## src/hdl/f2s_pkg.sv

```systemverilog
// Package for the frame-to-spike event encoder.
// Holds field widths, register indexes, reset values and the shared structs.
// Depends on nothing.
package f2s_pkg;

	localparam int FRAME_W  = 16;
	localparam int CHAN_W   = 2;
	localparam int PIX_W    = 12;
	localparam int SAMPLE_W = 16;
	localparam int THR_W    = 15;
	localparam int PERIOD_W = 24;
	localparam int ACC_W    = 24;
	localparam int TS_W     = 40;
	localparam int CNT_W    = 7;
	localparam int CFG_IDX_W  = 2;
	localparam int CFG_DATA_W = 24;

	localparam logic [THR_W-1:0]    THR_RESET    = 15'd410;
	localparam logic                DIFF_RESET   = 1'b1;
	localparam logic [PERIOD_W-1:0] PERIOD_RESET = 24'd33333;

	typedef enum logic [CFG_IDX_W-1:0] {
		REG_THRESHOLD  = 2'd0,
		REG_ACC_DIFF   = 2'd1,
		REG_FRAME_PER  = 2'd2
	} reg_idx_t;

	typedef struct packed {
		logic [THR_W-1:0]    thr;
		logic                diff;
		logic [PERIOD_W-1:0] period;
	} cfg_t;

	// One burst of events handed from the front end to the back end.
	typedef struct packed {
		logic [TS_W-1:0]   base;
		logic [ACC_W-1:0]  value;
		logic [CNT_W-1:0]  count;
		logic [CHAN_W-1:0] chan;
		logic [PIX_W-1:0]  pix;
	} job_t;

endpackage

```

## src/hdl/f2s_queue.sv

```systemverilog
// Two-entry queue of event bursts between the front and back ends.
// Uses job_t from f2s_pkg.
module f2s_queue import f2s_pkg::*; (
	input  logic clk,
	input  logic arst_n,
	input  job_t wr_job,
	input  logic push,
	output logic full,
	output job_t rd_job,
	output logic rd_valid,
	input  logic pop
);

	job_t       mem_q [2];
	logic       wp_q;
	logic       rp_q;
	logic [1:0] cnt_q;

	assign full     = (cnt_q == 2'd2);
	assign rd_valid = (cnt_q != 2'd0);
	assign rd_job   = mem_q[rp_q];

	// Entry storage.
	always_ff @(posedge clk) begin
		if (push)
			mem_q[wp_q] <= wr_job;
	end

	// Pointers and fill count.
	always_ff @(posedge clk or negedge arst_n) begin
		if (!arst_n) begin
			wp_q  <= 1'b0;
			rp_q  <= 1'b0;
			cnt_q <= 2'd0;
		end else begin
			if (push)
				wp_q <= !wp_q;
			if (pop)
				rp_q <= !rp_q;
			cnt_q <= cnt_q + 2'(push) - 2'(pop);
		end
	end

endmodule

```

## config.mk

```make
export PLATFORM = sky130hd
export DESIGN_NAME = f2s_queue
export DESIGN_NICKNAME = d
export VERILOG_FILES = /design/src/hdl/f2s_pkg.sv /design/src/hdl/f2s_queue.sv
export SDC_FILE = /design/constraint.sdc
export NUM_CORES = 1
export LEC_CHECK = 0
export BUFFER_PORTS_ARGS = -buffer_cell sky130_fd_sc_hd__buf_2
export CAP_MARGIN = 20
export CORE_MARGIN = 5
export CORE_UTILIZATION = 36
export DETAILED_ROUTE_END_ITERATION = 8
export PLACE_DENSITY = 0.58
export SYNTH_ARGS = -nofsm -noshare
export SYNTH_HDL_FRONTEND = slang
export SYNTH_SLANG_ARGS = --single-unit
```

## constraint.sdc

```tcl
create_clock -name clk -period 7.08 [get_ports clk]
set_clock_uncertainty 0.05 [all_clocks]
set_input_delay 0 -clock clk [delete_from_list [all_inputs] [get_ports clk]]
set_output_delay 0 -clock clk [all_outputs]
set_load 0.02 [all_outputs]
```

==> summary.txt <==
======================================================================================
Status                                                                    finished clean
Endpoint arrival time on the critical path                                     2.62 ns
TritonCTS buffer count                                                              17
#FFs+latches synth                                                                 174
Top post-synthesis cells by area                                          sky130_fd_sc_hd__edfxtp_1 78%, sky130_fd_sc_hd__mux2_4 9.2%, sky130_fd_sc_hd__mux2_2 7.8%
Root buffer cell                                                          sky130_fd_sc_hd__clkbuf_16
Max IR drop VDD                                                               0.342 mV
Total die area                                                              21,000 um2
Diodes inserted                                                                      0
Most common library cell in the layout ignoring fill and taps             sky130_fd_sc_hd__buf_2
Post-layout instance area                                                     9020 um2
Initial cell density of the core                                                 36.5%
Vias in the first global route                                                   3,906
Post-DR wirelength/cell                                                        15.8 um
Final Slew Violations                                                                0
Number of filler cells placed in the layout                                      1,491
Die extent in x                                                                 145 um
First-pass GRT wire length                                                   19,300 um
Final total power                                                            0.00341 W
DRC violation count after routing                                                    0
Minimum setup slack among reg-to-reg paths                                     4.59 ns
Clock Latency Late Sink                                                        0.41 ns
Post-DP HPWL                                                                   7920 um
CP Data Required Time                                                          7.03 ns
Synth warn                                                                           0
Synth Instances                                                                    280
Switching Share                                                                  32.0%
RePlAce Congestion                                                               0.671
Top cell type by total area after synthesis                               sky130_fd_sc_hd__edfxtp_1
Sort of element at the start of the critical path                             register
Share of total power in sequential cells                                         43.1%
Remaining number of nets flagged by the antenna check after routing                  0
Number of I/O port buffers                                                         175
Kind of end point of the critical path                                      output pin
Internal portion of total power                                              0.00232 W
Kind of cell adding the most delay to the critical path                   buffers and inverters
Cell Area, Placed                                                             7610 um2
Overflow left after global routing                                                   0
Vias                                                                             3,559
GRT Total Usage                                                                  12.2%
Critical path cell sequence                                               buf_4 -> mux2_2 -> buf_2
Drt first-iter violations                                                          115
Area of the mapped netlist                                                    6540 um2
Critical-path top delay cell                                              sky130_fd_sc_hd__dfrtp_4
Max Fanout on Critical Path                                                         46
Min Hold Slack                                                                0.252 ns
Clock sink total                                                                   174
Synth top area share                                                             78.1%
Crit share post-route                                                            37.8%
Setup TNS                                                                         0 ns
Remaining max-slew budget at the tightest pin                                    30.5%
Sequential share of the synthesized area                                         79.6%
Worst min-delay path category                                                   in2reg
Area growth from synthesis to layout                                             38.0%
Top achievable clock speed                                                   0.374 GHz
Category of the most critical setup path                                       reg2out
Clock slew at the register clock pins of the worst setup and hold paths        0.06 ns
Aggregate routed wire length                                                 12,600 um
Largest net degree at the start of global routing                                   51
Core outline area                                                           17,900 um2
Cell Rows                                                                           49
Post-synthesis area per instance                                              23.3 um2
Share of total power in combinational logic                                      32.6%
Slew of the pin with the lowest slew margin                                    1.04 ns
Number of placed instances, taps included                                          677
H-tree levels                                                                        4
Post-Layout Cell Count                                                             798
Buffers and inverters on the worst path                                              2
Total I/O pin count                                                                176
Net count, final                                                                   647
Psw                                                                          0.00109 W
Min Clock Period, post-route                                                   2.67 ns
Post-synthesis cell type count                                                      15
Detailed-router iteration count before antenna repair                                4
Pwr dens                                                                    378 nW/um2
Final Setup Violations                                                               0
Via density per instance                                                          4.46
Maxcap violations                                                                    0
Final Hold Vio Count                                                                 0
Static leakage                                                                 3.54 nW
Slowest stage delay, CP                                                        0.86 ns
Unrepaired setup endpoints after global routing                                     no
Layout cell share with drive strength beyond 1                                   52.2%
Chip Height                                                                     145 um
Maximum number of buffers from clock root to sink                                    2
Clock share of power                                                             24.2%
Sequential cell area in the final layout                                      5210 um2
TritonCTS clock tree                                                              done
Post-Syn Nets                                                                      371
Area used by multi-input combinational logic                                  1210 um2
Total setup buffers inserted after CTS                                               0
Initial antenna violation count                                                      0
Most used cells in the layout excluding fill and tap cells                175 x sky130_fd_sc_hd__buf_2, 170 x sky130_fd_sc_hd__edfxtp_1, 89 x sky130_fd_sc_hd__dlygate4sd3_1, 45 x sky130_fd_sc_hd__mux2_2, 40 x sky130_fd_sc_hd__mux2_4
======================================================================================
-- metrics by stage --
| stage | util (%) | setup slack [ns] |
|---|---|---|
| after floorplan | - | 2.32 |
| after global placement | 42.5 | 4.60 |
| after detailed placement | 42.5 | 4.55 |
| after CTS | 50.4 | 4.32 |
| after global routing | 50.4 | 4.24 |
| final | 50.4 | 4.41 |
-- metal layers --
layer	wire [um]	global-route usage (%)	vias up	share of wire, %
met2	6460	21.1	124	51
met5	0	0	-	0
met1	5050	13.5	1755	40
met4	218	4.47	0	1.7
met3	913	4.93	22	7.2
li1	-	-	1658	-
-- Yosys cell counts --
library cell and n:
sky130_fd_sc_hd__nor2b_1 2, sky130_fd_sc_hd__xor3_1 1, sky130_fd_sc_hd__or2_2 1, sky130_fd_sc_hd__buf_8 1
sky130_fd_sc_hd__mux2_2 45, sky130_fd_sc_hd__buf_2 4, sky130_fd_sc_hd__mux2_4 40, sky130_fd_sc_hd__edfxtp_1 170
sky130_fd_sc_hd__dfrtp_1 4, sky130_fd_sc_hd__and2_1 1, sky130_fd_sc_hd__xor2_1 2, sky130_fd_sc_hd__ha_1 2
sky130_fd_sc_hd__buf_12 4, sky130_fd_sc_hd__inv_1 2, sky130_fd_sc_hd__buf_6 1
-- power by group through the flow --
stage          combinational, W  clock [W]  sequential, W
4_1_cts                 0.00114   0.000852        0.00148
6_report                0.00111   0.000826        0.00147
5_1_grt                 0.00119   0.000897        0.00150
3_5_place_dp            0.00109          0        0.00150
2_1_floorplan          0.000872          0        0.00144
3_3_place_gp            0.00109          0        0.00149
-- cell type report --
cell class,instances,area share (%)
Sequential cell,174,57.7
Timing Repair Buffer,267,19.8
Multi-Input combinational cell,94,13.4
Clock buffer,19,4.80
Tap cell,229,3.17
Clock inverter,13,1.01
Inverter,2,0.0832
-- worst paths after layout --
check,start,endpoint,cells past startpoint
worst max-delay path,rp_q,rd_job[4],3
worst min-delay path,wr_job[80],mem_q[0][80],2
worst max register to register,wp_q,mem_q[0][71],2
worst min register to register,wp_q,wp_q,1
max in group asynchronous,arst_n,rp_q,3
min in group asynchronous,arst_n,rp_q,3
-- state kept, by name, summed over array words and instances (netlist names) --
name / count
cnt_q: 2
mem_q: 170
rp_q: 1
wp_q: 1
-- logic make-up (layout without fill, tap and decap cells) --
kind of cell / after synthesis / count (layout) / synth area share, %
xor+xnor: 3 / 3 / 0.632
fa+ha+maj: 2 / 2 / 0.383
buf+inv: 12 / 301 / 2.05
flops: 174 / 174 / 79.6
mux: 85 / 85 / 16.9
simple gates: 4 / 4 / 0.383
-- worst register-to-register path, stage by stage, from the launching register on --
cell and delay [ns]:
sky130_fd_sc_hd__dfrtp_1 0.43, sky130_fd_sc_hd__nor2b_4 0.83, sky130_fd_sc_hd__buf_4 0.73
-- repair_timing --
| item | CTS | global route |
|---|---|---|
| hold endpoints to repair | 178 | 0 |
| gates resized for setup | 0 | 0 |
| hold buffers | 89 | 0 |
Power figures use the tool's default switching activity.
