--- config.mk ---
export PLATFORM = sky130hd
export DESIGN_NAME = f2s_back_flat
export DESIGN_NICKNAME = d
export VERILOG_FILES = /design/src/hdl/f2s_pkg.sv /design/src/hdl/f2s_if.sv /design/src/hdl/f2s_back.sv /design/src/flat_wrapper.sv
export SDC_FILE = /design/constraint.sdc
export NUM_CORES = 2
export LEC_CHECK = 0
export ABC_AREA = 1
export ABC_CLOCK_PERIOD_IN_PS = 8170
export BUFFER_PORTS_ARGS = -buffer_cell sky130_fd_sc_hd__buf_2
export CORE_ASPECT_RATIO = 0.7
export CORE_MARGIN = 2
export CORE_UTILIZATION = 55
export CTS_CLUSTER_SIZE = 25
export DETAILED_ROUTE_END_ITERATION = 8
export MAX_ROUTING_LAYER = met4
export PLACE_DENSITY = 0.72
export SYNTH_ARGS = -nofsm -noshare
export SYNTH_HDL_FRONTEND = slang
export SYNTH_SLANG_ARGS = --single-unit
--- constraint.sdc ---
create_clock -name clk -period 8.17 [get_ports clk]
set_clock_uncertainty 0.15 [all_clocks]
set_input_delay 0 -clock clk [delete_from_list [all_inputs] [get_ports clk]]
set_output_delay 0 -clock clk [all_outputs]
set_load 0.02 [all_outputs]
--- src/hdl/f2s_pkg.sv ---
// Package for the frame-to-spike event encoder.
// Holds field widths, register indexes, reset values and the shared structs.
// Depends on nothing.
package f2s_pkg;

	localparam int FRAME_W  = 16;
	localparam int CHAN_W   = 2;
	localparam int PIX_W    = 12;
	localparam int SAMPLE_W = 16;
	localparam int THR_W    = 15;
	localparam int PERIOD_W = 24;
	localparam int ACC_W    = 24;
	localparam int TS_W     = 40;
	localparam int CNT_W    = 7;
	localparam int CFG_IDX_W  = 2;
	localparam int CFG_DATA_W = 24;

	localparam logic [THR_W-1:0]    THR_RESET    = 15'd410;
	localparam logic                DIFF_RESET   = 1'b1;
	localparam logic [PERIOD_W-1:0] PERIOD_RESET = 24'd33333;

	typedef enum logic [CFG_IDX_W-1:0] {
		REG_THRESHOLD  = 2'd0,
		REG_ACC_DIFF   = 2'd1,
		REG_FRAME_PER  = 2'd2
	} reg_idx_t;

	typedef struct packed {
		logic [THR_W-1:0]    thr;
		logic                diff;
		logic [PERIOD_W-1:0] period;
	} cfg_t;

	// One burst of events handed from the front end to the back end.
	typedef struct packed {
		logic [TS_W-1:0]   base;
		logic [ACC_W-1:0]  value;
		logic [CNT_W-1:0]  count;
		logic [CHAN_W-1:0] chan;
		logic [PIX_W-1:0]  pix;
	} job_t;

endpackage

--- src/hdl/f2s_if.sv ---


interface f2s_spike_if import f2s_pkg::*; ();
	logic              valid;
	logic              ready;
	logic [TS_W-1:0]   timestamp;
	logic [CHAN_W-1:0] event_channel;
	logic [PIX_W-1:0]  event_pixel;
	logic              last;

	modport source (output valid, timestamp, event_channel, event_pixel, last, input ready);
	modport sink (input valid, timestamp, event_channel, event_pixel, last, output ready);
endinterface

--- src/hdl/f2s_back.sv ---
// Back end: turns one burst into events with interpolated timestamps.
// One divide per burst, then one event per cycle unless stalled. Uses f2s_pkg.
module f2s_back import f2s_pkg::*; (
	input  logic        clk,
	input  logic        arst_n,
	input  cfg_t        cfg,
	input  job_t        job,
	input  logic        job_valid,
	output logic        job_pop,
	f2s_spike_if.source spike
);

	localparam int TP_W = THR_W + PERIOD_W;

	typedef enum logic [1:0] {B_IDLE, B_DIV, B_EMIT} state_t;

	state_t              state_q;
	logic [TP_W-1:0]     tp_q;
	logic [TS_W-1:0]     base_q;
	logic [ACC_W-1:0]    v_q;
	logic [CNT_W-1:0]    n_q;
	logic [CHAN_W-1:0]   chan_q;
	logic [PIX_W-1:0]    pix_q;
	logic [ACC_W-1:0]    rem_q;
	logic [ACC_W-1:0]    dvd_q;
	logic [ACC_W-1:0]    q0_q;
	logic [4:0]          step_q;
	logic [TS_W-1:0]     qa_q;
	logic [ACC_W-1:0]    ra_q;
	logic                o_valid_q;
	logic [TS_W-1:0]     o_ts_q;
	logic [CHAN_W-1:0]   o_chan_q;
	logic [PIX_W-1:0]    o_pix_q;
	logic                o_last_q;

	logic [ACC_W:0]      trial_d;
	logic                ge_d;
	logic [ACC_W:0]      rsum_d;
	logic                carry_d;
	logic [TS_W-1:0]     qa_next_d;
	logic                load_d;

	assign job_pop = (state_q == B_IDLE) && job_valid;

	// Long division step of threshold*period by the accumulator value.
	assign trial_d = {rem_q, dvd_q[ACC_W-1]};
	assign ge_d    = trial_d >= {1'b0, v_q};

	// Running quotient and remainder of i*threshold*period over the value.
	assign rsum_d    = (ACC_W+1)'(ra_q) + (ACC_W+1)'(rem_q);
	assign carry_d   = rsum_d >= {1'b0, v_q};
	assign qa_next_d = qa_q + TS_W'(q0_q) + TS_W'(carry_d);
	assign load_d    = (state_q == B_EMIT) && (!o_valid_q || spike.ready);

	// Threshold*period product; the user must keep config steady while busy.
	always_ff @(posedge clk) begin
		tp_q <= TP_W'(cfg.thr) * TP_W'(cfg.period);
	end

	// Burst sequencer and output register.
	always_ff @(posedge clk or negedge arst_n) begin
		if (!arst_n) begin
			state_q   <= B_IDLE;
			base_q    <= '0;
			v_q       <= '0;
			n_q       <= '0;
			chan_q    <= '0;
			pix_q     <= '0;
			rem_q     <= '0;
			dvd_q     <= '0;
			q0_q      <= '0;
			step_q    <= '0;
			qa_q      <= '0;
			ra_q      <= '0;
			o_valid_q <= 1'b0;
			o_ts_q    <= '0;
			o_chan_q  <= '0;
			o_pix_q   <= '0;
			o_last_q  <= 1'b0;
		end else begin
			// The output beat is refilled when load_d is set, else emptied when it is taken.
			if (load_d)
				o_valid_q <= 1'b1;
			else if (spike.ready)
				o_valid_q <= 1'b0;
			unique case (state_q)
				B_IDLE: begin
					if (job_valid) begin
						base_q  <= job.base;
						v_q     <= job.value;
						n_q     <= job.count;
						chan_q  <= job.chan;
						pix_q   <= job.pix;
						rem_q   <= ACC_W'(tp_q[TP_W-1:ACC_W]);
						dvd_q   <= tp_q[ACC_W-1:0];
						q0_q    <= '0;
						step_q  <= '0;
						state_q <= B_DIV;
					end
				end
				B_DIV: begin
					rem_q  <= ge_d ? ACC_W'(trial_d - {1'b0, v_q}) : trial_d[ACC_W-1:0];
					q0_q   <= {q0_q[ACC_W-2:0], ge_d};
					dvd_q  <= {dvd_q[ACC_W-2:0], 1'b0};
					step_q <= step_q + 5'd1;
					if (step_q == 5'(ACC_W - 1)) begin
						qa_q    <= '0;
						ra_q    <= '0;
						state_q <= B_EMIT;
					end
				end
				B_EMIT: begin
					if (load_d) begin
						ra_q      <= carry_d ? ACC_W'(rsum_d - {1'b0, v_q}) : rsum_d[ACC_W-1:0];
						qa_q      <= qa_next_d;
						o_ts_q    <= base_q + qa_next_d;
						o_chan_q  <= chan_q;
						o_pix_q   <= pix_q;
						o_last_q  <= (n_q == CNT_W'(1));
						n_q       <= n_q - CNT_W'(1);
						if (n_q == CNT_W'(1))
							state_q <= B_IDLE;
					end
				end
				default: begin
					state_q <= B_IDLE;
				end
			endcase
		end
	end

	assign spike.valid         = o_valid_q;
	assign spike.timestamp     = o_ts_q;
	assign spike.event_channel = o_chan_q;
	assign spike.event_pixel   = o_pix_q;
	assign spike.last          = o_last_q;

endmodule

--- src/flat_wrapper.sv ---
// flat-port wrapper written by rule: the top's interface ports become plain ports
module f2s_back_flat import f2s_pkg::*;
  (clk, arst_n, cfg, job, job_valid, job_pop, spike_valid, spike_timestamp, spike_event_channel, spike_event_pixel, spike_last, spike_ready);
  f2s_spike_if spike_i ();
  input  logic clk;
  input  logic arst_n;
  input  cfg_t cfg;
  input  job_t job;
  input  logic job_valid;
  output logic job_pop;
  output wire logic [$bits(spike_i.valid)-1:0] spike_valid;
  output wire logic [$bits(spike_i.timestamp)-1:0] spike_timestamp;
  output wire logic [$bits(spike_i.event_channel)-1:0] spike_event_channel;
  output wire logic [$bits(spike_i.event_pixel)-1:0] spike_event_pixel;
  output wire logic [$bits(spike_i.last)-1:0] spike_last;
  input wire logic [$bits(spike_i.ready)-1:0] spike_ready;
  assign spike_valid = spike_i.valid;
  assign spike_timestamp = spike_i.timestamp;
  assign spike_event_channel = spike_i.event_channel;
  assign spike_event_pixel = spike_i.event_pixel;
  assign spike_last = spike_i.last;
  assign spike_i.ready = spike_ready;
  f2s_back u_core (.clk(clk), .arst_n(arst_n), .cfg(cfg), .job(job), .job_valid(job_valid), .job_pop(job_pop), .spike(spike_i));
endmodule
==> metrics.md <==
| Metric | Value |
|---|---|
| FILL cells | 5409 |
| TritonCTS Buffers | 39 |
| Avg Inst Size Synth | ~7.3 sq um |
| Status | complete, no violations |
| Critical path peak fanout | 11 |
| Slowest cell on crit path | nor4_1 |
| Core Box Area | slightly below 60000 sq um |
| First drt pass iteration count | 6 |
| ANT nets after route | 0 |
| First-pass GRT wire length | 155600 microns |
| EDFF count, synth | 0 |
| Crit path time final | around 7.7 ns |
| Final worst-path setup slack | 0.4998 ns |
| Avg WL per Cell | 17.21 microns |
| Clk pin slew, worst setup/hold paths | 0.06 ns |
| Hold path start | job[68] |
| Placement row count | 75 |
| Total wire length | 95880 microns |
| WP buf/inv | 4 |
| Die area | 62020 sq um |
| Gate count of the mapped netlist | 4503 |
| Post-synth top cells | 1311 x nand2_1, 823 x inv_1, 305 x nor2_1 |
| Place WS | roughly 0.34 ns |
| Share of the synthesized area in the top cell type | 21.53% |
| Final #Nets | 5394 |
| RePlAce Congestion | 0.9974 |
| Synth async-reset ratio | 87.93% |
| Top delay family on crit path | simple AND/OR/NAND/NOR gates |
| CP startpoint kind | flop |
| Clock sinks | roughly 320 |
| CTS tree | built |
| WS Path Type | flop to flop |
| Setup crit end kind | flop |
| Design area | 37110 sq um |
| CTS max path bufs | 3 |
| Area growth syn-to-layout | 12.42% |
| Die height | around 210 microns |
| Rel. slew slack | 34.21% |
| Maximum clock frequency | 130.4 MHz |
| Area of the multi-input gates | 21530 sq um |
| Count leader, synth | nand2_1 |
| Most used cell, CP | nand2_1 |
| CP max stage delay | 0.67 ns |
| Yosys warning count | 0 |
| Top FF cell, synth | dfrtp_1 |
| Initial antenna violation count | 1 |
| RSZ-0062 raised after global routing | false |
| Max-slew violation count | 0 |
| Vias per inst | between 5 and 6 |
| Clock Latency Late Sink | 0.57 ns |
| Synth area leaders | dfrtp_1 22%, fa_1 18%, nand2_1 15% |
| Syn Std Cell Area | 33010 sq um |
| Total track usage | about 32% |
| Final setup viols | 0 |
| Synth unique cells | 58 |
| CP arrival | 7.98 ns |
| Remaining routing DRC violations | 0 |
| Fraction of layout cells with a size suffix above 1 | 7.182% |
| DR iter-0 viols | 2759 |
| Worst EP required | 8.48 ns |
| Final Non-Filler Cells | 5571 |
| Max Cap Viol | 0 |
| Crit path from | u_core.rem_q[15] |
| Vias | between 30000 and 40000 |
| Total negative slack | 0 ns |
| Sequential element share of the synthesized area | between 20% and 30% |
| Fin. Hold Viols | 0 |
| IO Pins | 186 |
| GRT overflow | 0 |
| Syn_nets | between 5000 and 6000 |
| Area after DPL | ~35000 sq um |
| DP HPWL | 73890 microns |
| Top cell type by total area after synthesis | dfrtp_1 |
| Sequential cell area | 7888 sq um |
| Reg2Reg Launch Point | u_core.rem_q[15] |
| Least-Margin Pin Slew | 0.9857 ns |
| Hold WC Path Type | input pin to flop |
| Vias in the first global route | 29300 |
| Clock H-tree levels | 2 |
| Clock Tree Root | clkbuf_16 |
| Yosys reg bits | 323 |
| Initial Util | 55.39% |
| Placed cell count | roughly 5400 |
| Die Width | 296.8 microns |
| IO Port Bufs | 184 |
| Pin count of the biggest net entering global routing | 96 |
| Period utilization | 93.88% |
final timing paths:
kind                       cells past startpoint  slack, ns                          to
max                                           39       0.50  u_core.spike.timestamp[35]
min                                            4       0.02           u_core.base_q[23]
max reg2reg                                   39       0.50  u_core.spike.timestamp[35]
min reg2reg                                    2       0.30             u_core.dvd_q[7]
max in group asynchronous                      4       6.45              u_core.ra_q[0]
min in group asynchronous                      4       0.60           u_core.base_q[19]
through the flow:
step                      utilization (%)  hold WS (ns)
after global placement              58.00      -0.06259
after floorplan                         -       -0.4456
after global routing                62.27       0.02951
after CTS                           62.16     0.0005677
after detailed placement            58.00      -0.05253
final                               62.27       0.02187
kinds of logic after synthesis:
| logic type | count (synthesis) | share of synthesized area (%) |
|---|---|---|
| and+or+nand+nor | 1920 | 23.67 |
| buffers and inverters | 955 | 11.07 |
| AOI/OAI and AO/OA | 635 | 10.91 |
| adders and majority gates | 534 | 26.84 |
| DFF | 323 | 23.90 |
| xor gates and xnor gates | 135 | 3.582 |
| muxes | 1 | 0.03412 |
cell type report:
class                   count  share of cell area (%)
well taps                 808                   2.725
diodes                      1                0.006744
clock inverters            19                  0.5125
flip-flops and latches    323                   21.26
repair buffers            314                   5.928
multi-input cells        3225                   58.04
clock buffers              53                   3.156
inverters                 828                   8.379
layer usage:
| layer | GRT usage [%] | vias up | routed length [microns] |
|---|---|---|---|
| met3 | 6.717 | 152 | 8714 |
| li1 | - | 14510 | - |
| met1 | 46.64 | 14220 | 45080 |
| met5 | - | - | 0 |
| met4 | 8.454 | 0 | 2205 |
| met2 | 45.67 | 1234 | 39890 |
state kept, by name, summed over array words and instances (netlist names):
name,cells
u_core.n_q,7
u_core.tp_q,39
u_core.spike.event_channel,2
u_core.step_q,5
u_core.spike.timestamp,40
u_core.state_q,2
u_core.chan_q,2
u_core.spike.last,1
u_core.pix_q,12
u_core.base_q,40
u_core.ra_q,24
u_core.qa_q,40
u_core.spike.event_pixel,12
u_core.rem_q,24
u_core.v_q,24
u_core.dvd_q,24
u_core.q0_q,24
u_core.spike.valid,1
cells in the final DEF (no fill, tap or decap), types with 80 or more instances in the layout:
master / netlist / final
nand2_1: 1311 / 1306
inv_1: 823 / 823
nor2_1: 305 / 304
fa_1: 290 / 289
dfrtp_1: 284 / 284
ha_1: 244 / 243
o21ai_0: 209 / 209
a21oi_1: 209 / 206
buf_2: 9 / 183
nand3_1: 145 / 143
dlygate4sd3_1: 0 / 109
xor2_1: 80 / 80
worst reg2reg max path: cells and delay by family, from the launching register on:
kind	cells	cell delay, ns
AO/OA/AOI/OAI	6	1.05
AND/OR/NAND/NOR	24	3.69
adder cells (fa/ha/maj)	5	1.91
buffers and inverters	4	0.35
flip-flops	1	0.43
what timing repair did:
item	4_1_cts	5_1_grt
setup endpoints to repair	0	19
hold buffers	110	0
buffers inserted	0	2
endpoints found under the hold margin	187	0
gates resized for setup	0	13
Power is left out: the tool's default activity adds up to more than one toggle a clock period on the data nets, which glitch-free logic cannot reach.
